`src/hw/rtl/vtc_pkg.sv`:
```
// ----------------------------------------------------------------------------
// vtc_pkg: shared types and constants for the valid-region convolution
// Kernel geometry, field widths, register indexes and cell control types.
// ----------------------------------------------------------------------------
`timescale 1ns / 1ps

package vtc_pkg;

    // Geometry
    localparam int KERNEL_SIZE = 5;
    localparam int MAX_WIDTH   = 1024;
    localparam int MAX_HEIGHT  = 1024;
    localparam int TAPS        = KERNEL_SIZE * KERNEL_SIZE;
    localparam int LINES       = KERNEL_SIZE - 1;

    // Field widths
    localparam int VALUE_W   = 16;
    localparam int TAP_W     = 5;
    localparam int CFG_W     = 11;
    localparam int CFG_IDX_W = 2;
    localparam int RESULT_W  = 22;
    localparam int POS_W     = 10;
    localparam int FRAC_W    = 14;

    // Counter and compare widths
    localparam int COL_W   = (MAX_WIDTH > 1) ? $clog2(MAX_WIDTH) : 1;
    localparam int ROW_W   = (MAX_HEIGHT > 1) ? $clog2(MAX_HEIGHT) : 1;
    localparam int CNT_MAX = (COL_W > ROW_W) ? COL_W : ROW_W;
    localparam int CMP_BASE = (CNT_MAX > CFG_W) ? CNT_MAX : CFG_W;
    localparam int CMP_W   = ((CMP_BASE > POS_W) ? CMP_BASE : POS_W) + 1;
    localparam int SLOT_W  = (LINES > 1) ? $clog2(LINES) : 1;

    // Accumulator widths
    localparam int PROD_W    = 2 * VALUE_W;
    localparam int ROW_SUM_W = PROD_W + $clog2(KERNEL_SIZE);
    localparam int SUM_RAW_W = PROD_W + $clog2(TAPS);
    localparam int SUM_W     = (SUM_RAW_W > FRAC_W + RESULT_W) ? SUM_RAW_W
                                                               : FRAC_W + RESULT_W;

    // Opcodes
    localparam logic OP_PIXEL     = 1'b0;
    localparam logic OP_COEF_LOAD = 1'b1;

    // Register indexes
    localparam logic [CFG_IDX_W-1:0] REG_IMAGE_WIDTH  = CFG_IDX_W'(0);
    localparam logic [CFG_IDX_W-1:0] REG_IMAGE_HEIGHT = CFG_IDX_W'(1);

    localparam logic [CFG_W-1:0] DIM_RESET = CFG_W'(1024);

    typedef logic signed [VALUE_W-1:0] sample_t;

    typedef struct packed {
        logic [POS_W-1:0] out_row;
        logic [POS_W-1:0] out_col;
        logic             frame_last;
    } meta_t;

    typedef struct packed {
        logic shift;
        logic coef_we;
        logic prod;
    } cell_ctrl_t;

endpackage

```
`src/hw/rtl/vtc_cell.sv`:
```
// ----------------------------------------------------------------------------
// vtc_cell: one kernel tap of the window
// Holds a window pixel and its coefficient, hands the pixel to the left
// neighbor on a shift and registers the tap product.
// ----------------------------------------------------------------------------
`timescale 1ns / 1ps

module vtc_cell (
    input  logic                               clk,
    input  logic                               rst_n,
    input  vtc_pkg::cell_ctrl_t                ctrl,
    input  vtc_pkg::sample_t                   pixel_in,
    input  vtc_pkg::sample_t                   coef_in,
    output vtc_pkg::sample_t                   pixel_out,
    output logic signed [vtc_pkg::PROD_W-1:0]  prod_out
);
    import vtc_pkg::*;

    sample_t                   pixel_reg;
    sample_t                   coef_reg;
    logic signed [PROD_W-1:0]  prod_reg;

    always_ff @(posedge clk or negedge rst_n)
    begin
        if (!rst_n)
        begin
            pixel_reg <= '0;
            coef_reg  <= '0;
        end
        else
        begin
            if (ctrl.shift)
            begin
                pixel_reg <= pixel_in;
            end
            if (ctrl.coef_we)
            begin
                coef_reg <= coef_in;
            end
        end
    end

    // Register the tap product
    always_ff @(posedge clk)
    begin
        if (ctrl.prod)
        begin
            prod_reg <= pixel_reg * coef_reg;
        end
    end

    assign pixel_out = pixel_reg;
    assign prod_out  = prod_reg;

endmodule

```
`config.mk`:
```
export PLATFORM = sky130hd
export DESIGN_NAME = vtc_cell
export DESIGN_NICKNAME = d
export VERILOG_FILES = /design/src/hw/rtl/vtc_pkg.sv /design/src/hw/rtl/vtc_cell.sv
export SDC_FILE = /design/constraint.sdc
export NUM_CORES = 1
export LEC_CHECK = 0
export BUFFER_PORTS_ARGS = -buffer_cell sky130_fd_sc_hd__buf_2
export CAP_MARGIN = 20
export CORE_MARGIN = 2
export CORE_UTILIZATION = 55
export CTS_BUF_LIST = sky130_fd_sc_hd__clkbuf_2 sky130_fd_sc_hd__clkbuf_4 sky130_fd_sc_hd__clkbuf_8
export CTS_CLUSTER_SIZE = 40
export DETAILED_ROUTE_END_ITERATION = 8
export PLACE_DENSITY = 0.81
export SLEW_MARGIN = 15
export SYNTH_ARGS = -nofsm -noshare
export SYNTH_HDL_FRONTEND = slang
export SYNTH_SLANG_ARGS = --single-unit
export TNS_END_PERCENT = 50
```
`constraint.sdc`:
```
create_clock -name clk -period 9 [get_ports clk]
set_clock_uncertainty 0.15 [all_clocks]
set_input_delay 1.8 -clock clk [delete_from_list [all_inputs] [get_ports clk]]
set_output_delay 1.8 -clock clk [all_outputs]
set_load 0.02 [all_outputs]
```
# Word level (Yosys, flattened, before mapping)

Index checks and enable logic that the tools add are counted.

Input port bits: 37
Register bits: 64
Output and inout bits: 48
Word-level logic and storage cells: 4

Multiply operators: 1

Operators with widths:

| kind                                           | number |
|---|---|
| 16-bit by 16-bit multiplier with 32-bit output | 1 |

# Longest topological paths before layout

Depth in word-level cells: 1
Mapped depth: 22
Mapped depth without buffers: 20

# Worst setup path after synthesis

OpenSTA, ideal clock, no wires.

Kind: flip-flop to flip-flop
Start: register pixel_reg[15], in the netlist pixel_out[15]
End: register prod_reg[30], in the netlist prod_out[30], data pin
Clock period less this slack: 6.364 ns
Data required time: 8.588 ns
Data arrival time: 5.952 ns
Setup time: 0.262 ns
Path buffers: 1
Cell stages (with the launch flop): 20
Setup slack: 2.636 ns
Path through: dfrtp_1 clkbuf_1 nand2_1 inv_1 fa_1 fa_1 fa_1 fa_1 fa_1 inv_1 fa_1 inv_1 ha_1 a21o_1 o21a_1 a311oi_2 o22ai_1 a211oi_2 a21oi_1 xor2_1

Longest elaborated chain between the ends: 1

RTL lines:

| element                                        | RTL line       | source |
|---|---|---|
| from (decl)                                    | vtc_cell.sv:19 | `sample_t pixel_reg;` |
| from (signal assigned)                         | vtc_cell.sv:34 | `pixel_reg <= pixel_in;` |
| 16-bit by 16-bit multiplier with 32-bit output | vtc_cell.sv:48 | `prod_reg <= pixel_reg * coef_reg;` |
| to (signal assigned)                           | vtc_cell.sv:48 |  |
| to (decl)                                      | vtc_cell.sv:21 | `logic signed [PROD_W-1:0] prod_reg;` |

Every way passes these cells.
A chain may end at the register's enable or synchronous reset.

# Final worst setup path

Ends and elaborated chain as after synthesis.

==> results.md <==
- Clock-pin slew on the worst setup and hold paths: 0.09 ns
- Top cell type's share of synthesized area: 0.4373
- Setup TNS: 0 ns
- Multiplexer area fraction after synthesis: 0.02994
- Drt pass-1 iters: 5
- Main area contributors after synthesis: fa_1 44%, inv_1 9.1%, ha_1 8.6%, edfxtp_1 8.0%, dfrtp_1 6.7%
- Max cap viols: 0
- Total grt overflow: 0
- Starting Density: 0.5548
- Yosys warns: 0
- Synth cell types: 48
- Remaining antenna violation count after routing: 0
- First-pass GRT wire length: 43820 µm
- Die X: 151.7 µm
- DIE HEIGHT: 151.7 µm
- Buffers plus inverters on the worst setup path: 3
- Least-Margin Pin Slew: 0.9112 ns
- Post-synth top area cell: fa_1
- Drc violations: 0
- Hold WC Path Type: flop to flop
- Hold-fix buffers at CTS: 0
- TritonCTS clock tree: done
- Critical Path RT: 8.97 ns
- Syn nets: 1566
- Final hold vios: 0
- Pin count of the biggest net entering global routing: 33
- Area added between synthesis and finish: 6.916%
- Synth Area in Adders: 0.5228
- CTS buffer count: 9
- Final Util: 0.5932
- Vias in the first global route: 8887
- Syn Inst Count: 1185
- Synthesis-stage register bit count: 64
- Worst-Skew Late Latency: 0.38 ns
- Antenna violations before repair: 0
- Root buffer cell: clkbuf_8
- RSZ-0062 raised after global routing: no
- Outcome: finished, final reports clean
- Gr usage total: 0.2498
- Row count: 54
- WL/cell: 17.22 µm
- Core Box Area: 21620 µm²
- Fin crit period: 6.818 ns
- Worst path cell trace: nand2_1 > inv_1 > fa_1 > fa_1 > fa_1 > fa_1 > fa_1 > inv_1 > fa_1 > inv_1 > ha_1 > a21o_1 > o21a_1 > a311oi_2 > o22ai_1 > a211oi_2 > a21oi_1 > xor2_1
- Startpoint Class: flop
- H-Tree Level Count: 3
- Via density: 5.399
- Compound-gate portion of the synthesized area: 0.04663
- Arr. time, crit path: 6.79 ns
- Post-Synth Simple-Gate Area: 0.1270
- IO Port Bufs: 84
- Predominant post-synthesis flop cell: edfxtp_1
- Synth Area per Inst: 10.12 µm²
- Final wirelength: 26300 µm
- Layout cell share with drive strength beyond 1: 0.1163
- Asr flop ratio synth: 0.5000
- Worst path slowest cell: fa_1
- Post-CTS Setup Bufs: 0
- Clk sinks: 64
- Post-Synth XOR/XNOR Area: 0.02410
- Final setup fails: 0
- Seq/Total Area, Yosys: 0.1469
- Number of synthesized flops with an enable pin: 32
- Die area: 23010 µm²
- Drt first-iter violations: 534
- Delay-heaviest family, CP: adder cells
- Fmax: 146.7 MHz
- Slew Viols, Final: 0
- Global placer's final weighted congestion: 0.8309
- I/O pin total: 85
- PostCTS Resize Cnt: 0
- Max incr delay on CP: 0.84 ns
- Final worst-path cycle share: 0.7576
- Slew margin rel.: 0.3925
- Nets: 1623
- Most common cell on crit path: fa_1
- Crit Path Max Fanout: 18
- Vias post-DR: 8244
- CP Capture Type: flop
- Cell Area, Synth: 12000 µm²
- Final HPWL DP: 21500 µm
- CTS Buffer Depth: 2
- N_diodes: 0
- WS Path Type: flop to flop
- Max reg flops: 32
- Main combinational cell family by area after synthesis: adder cells
-- cell usage after synthesis, drive strengths merged (6+ instances only) --
cell    instances
xor2            6
dfrtp          32
nand2b          7
mux2           31
nor2           28
and2          124
o21ai          19
ha             82
inv           290
nand2         129
a21o            8
a21oi          21
fa            262
xnor2          27
clkbuf         35
edfxtp         32
-- layout by cell type, fill, tap and decap left out, types with 4 or more instances in the layout --
cell type / netlist / final
a21o_1: 8 / 8
buf_2: 0 / 84
and2_1: 123 / 123
o21a_1: 4 / 4
dfrtp_1: 32 / 32
xnor2_1: 27 / 27
inv_1: 290 / 290
nand3_1: 4 / 4
nor3_1: 4 / 4
edfxtp_1: 32 / 32
o21bai_1: 4 / 4
nor2_1: 28 / 28
nand2_1: 129 / 129
fa_1: 262 / 262
clkbuf_8: 0 / 9
mux2_2: 31 / 31
xor2_1: 6 / 6
ha_1: 82 / 82
o21ai_0: 16 / 16
nand2b_1: 7 / 7
a21oi_1: 20 / 20
-- layer usage --
layer,global-route usage,wire length (µm)
met1,0.3093,9906
met2,0.4367,13700
met3,0.04581,1741
met4,0.09444,943
met5,0,0
-- cell families after synthesis --
family	count (synthesis)
AO/OA/AOI/OAI	78
XOR/XNOR	33
adder cells (fa/ha/maj)	344
buffers and inverters	328
flip-flops	64
multiplexers	32
AND/OR/NAND/NOR	306
-- final timing paths --
| check | from | slack (ns) | end | cells past startpoint |
|---|---|---|---|---|
| setup reg to reg | pixel_out[15] | 2.18 | prod_out[30] | 18 |
| hold / removal | coef_reg[0] | 0.75 | coef_reg[0] | 1 |
| max in group asynchronous | rst_n | 6.94 | coef_reg[7] | 1 |
| hold reg to reg | coef_reg[0] | 0.75 | coef_reg[0] | 1 |
| setup / recovery | pixel_out[15] | 2.18 | prod_out[30] | 18 |
| min in group asynchronous | rst_n | 1.31 | coef_reg[0] | 1 |
-- through the flow --
| stage | instances | hold WS, ns | setup slack, ns | area [µm²] |
|---|---|---|---|---|
| floorplan | 1185 | 0.4110 | 2.636 | 12000 |
| CTS | 1527 | 0.7508 | 2.196 | 12820 |
| detailed placement | 1511 | 0.7341 | 2.232 | 12620 |
| global placement | 1511 | 0.7190 | 2.442 | 12620 |
| finish | 1527 | 0.7456 | 2.182 | 12820 |
| global route | 1527 | 0.8122 | 1.911 | 12820 |
-- layout make-up --
type / instances / area (µm²)
timing repair buffer: 84 / 420.4
clock inverter: 7 / 77.57
multi-input combinational: 793 / 9002
fill: 1740 / 8796
inverter: 290 / 1089
tap: 280 / 350.3
sequential: 64 / 1762
clock buffer: 9 / 123.9
Power is not shown: default switching activity piles up to over one toggle a cycle in this logic, so the estimate is an artifact.
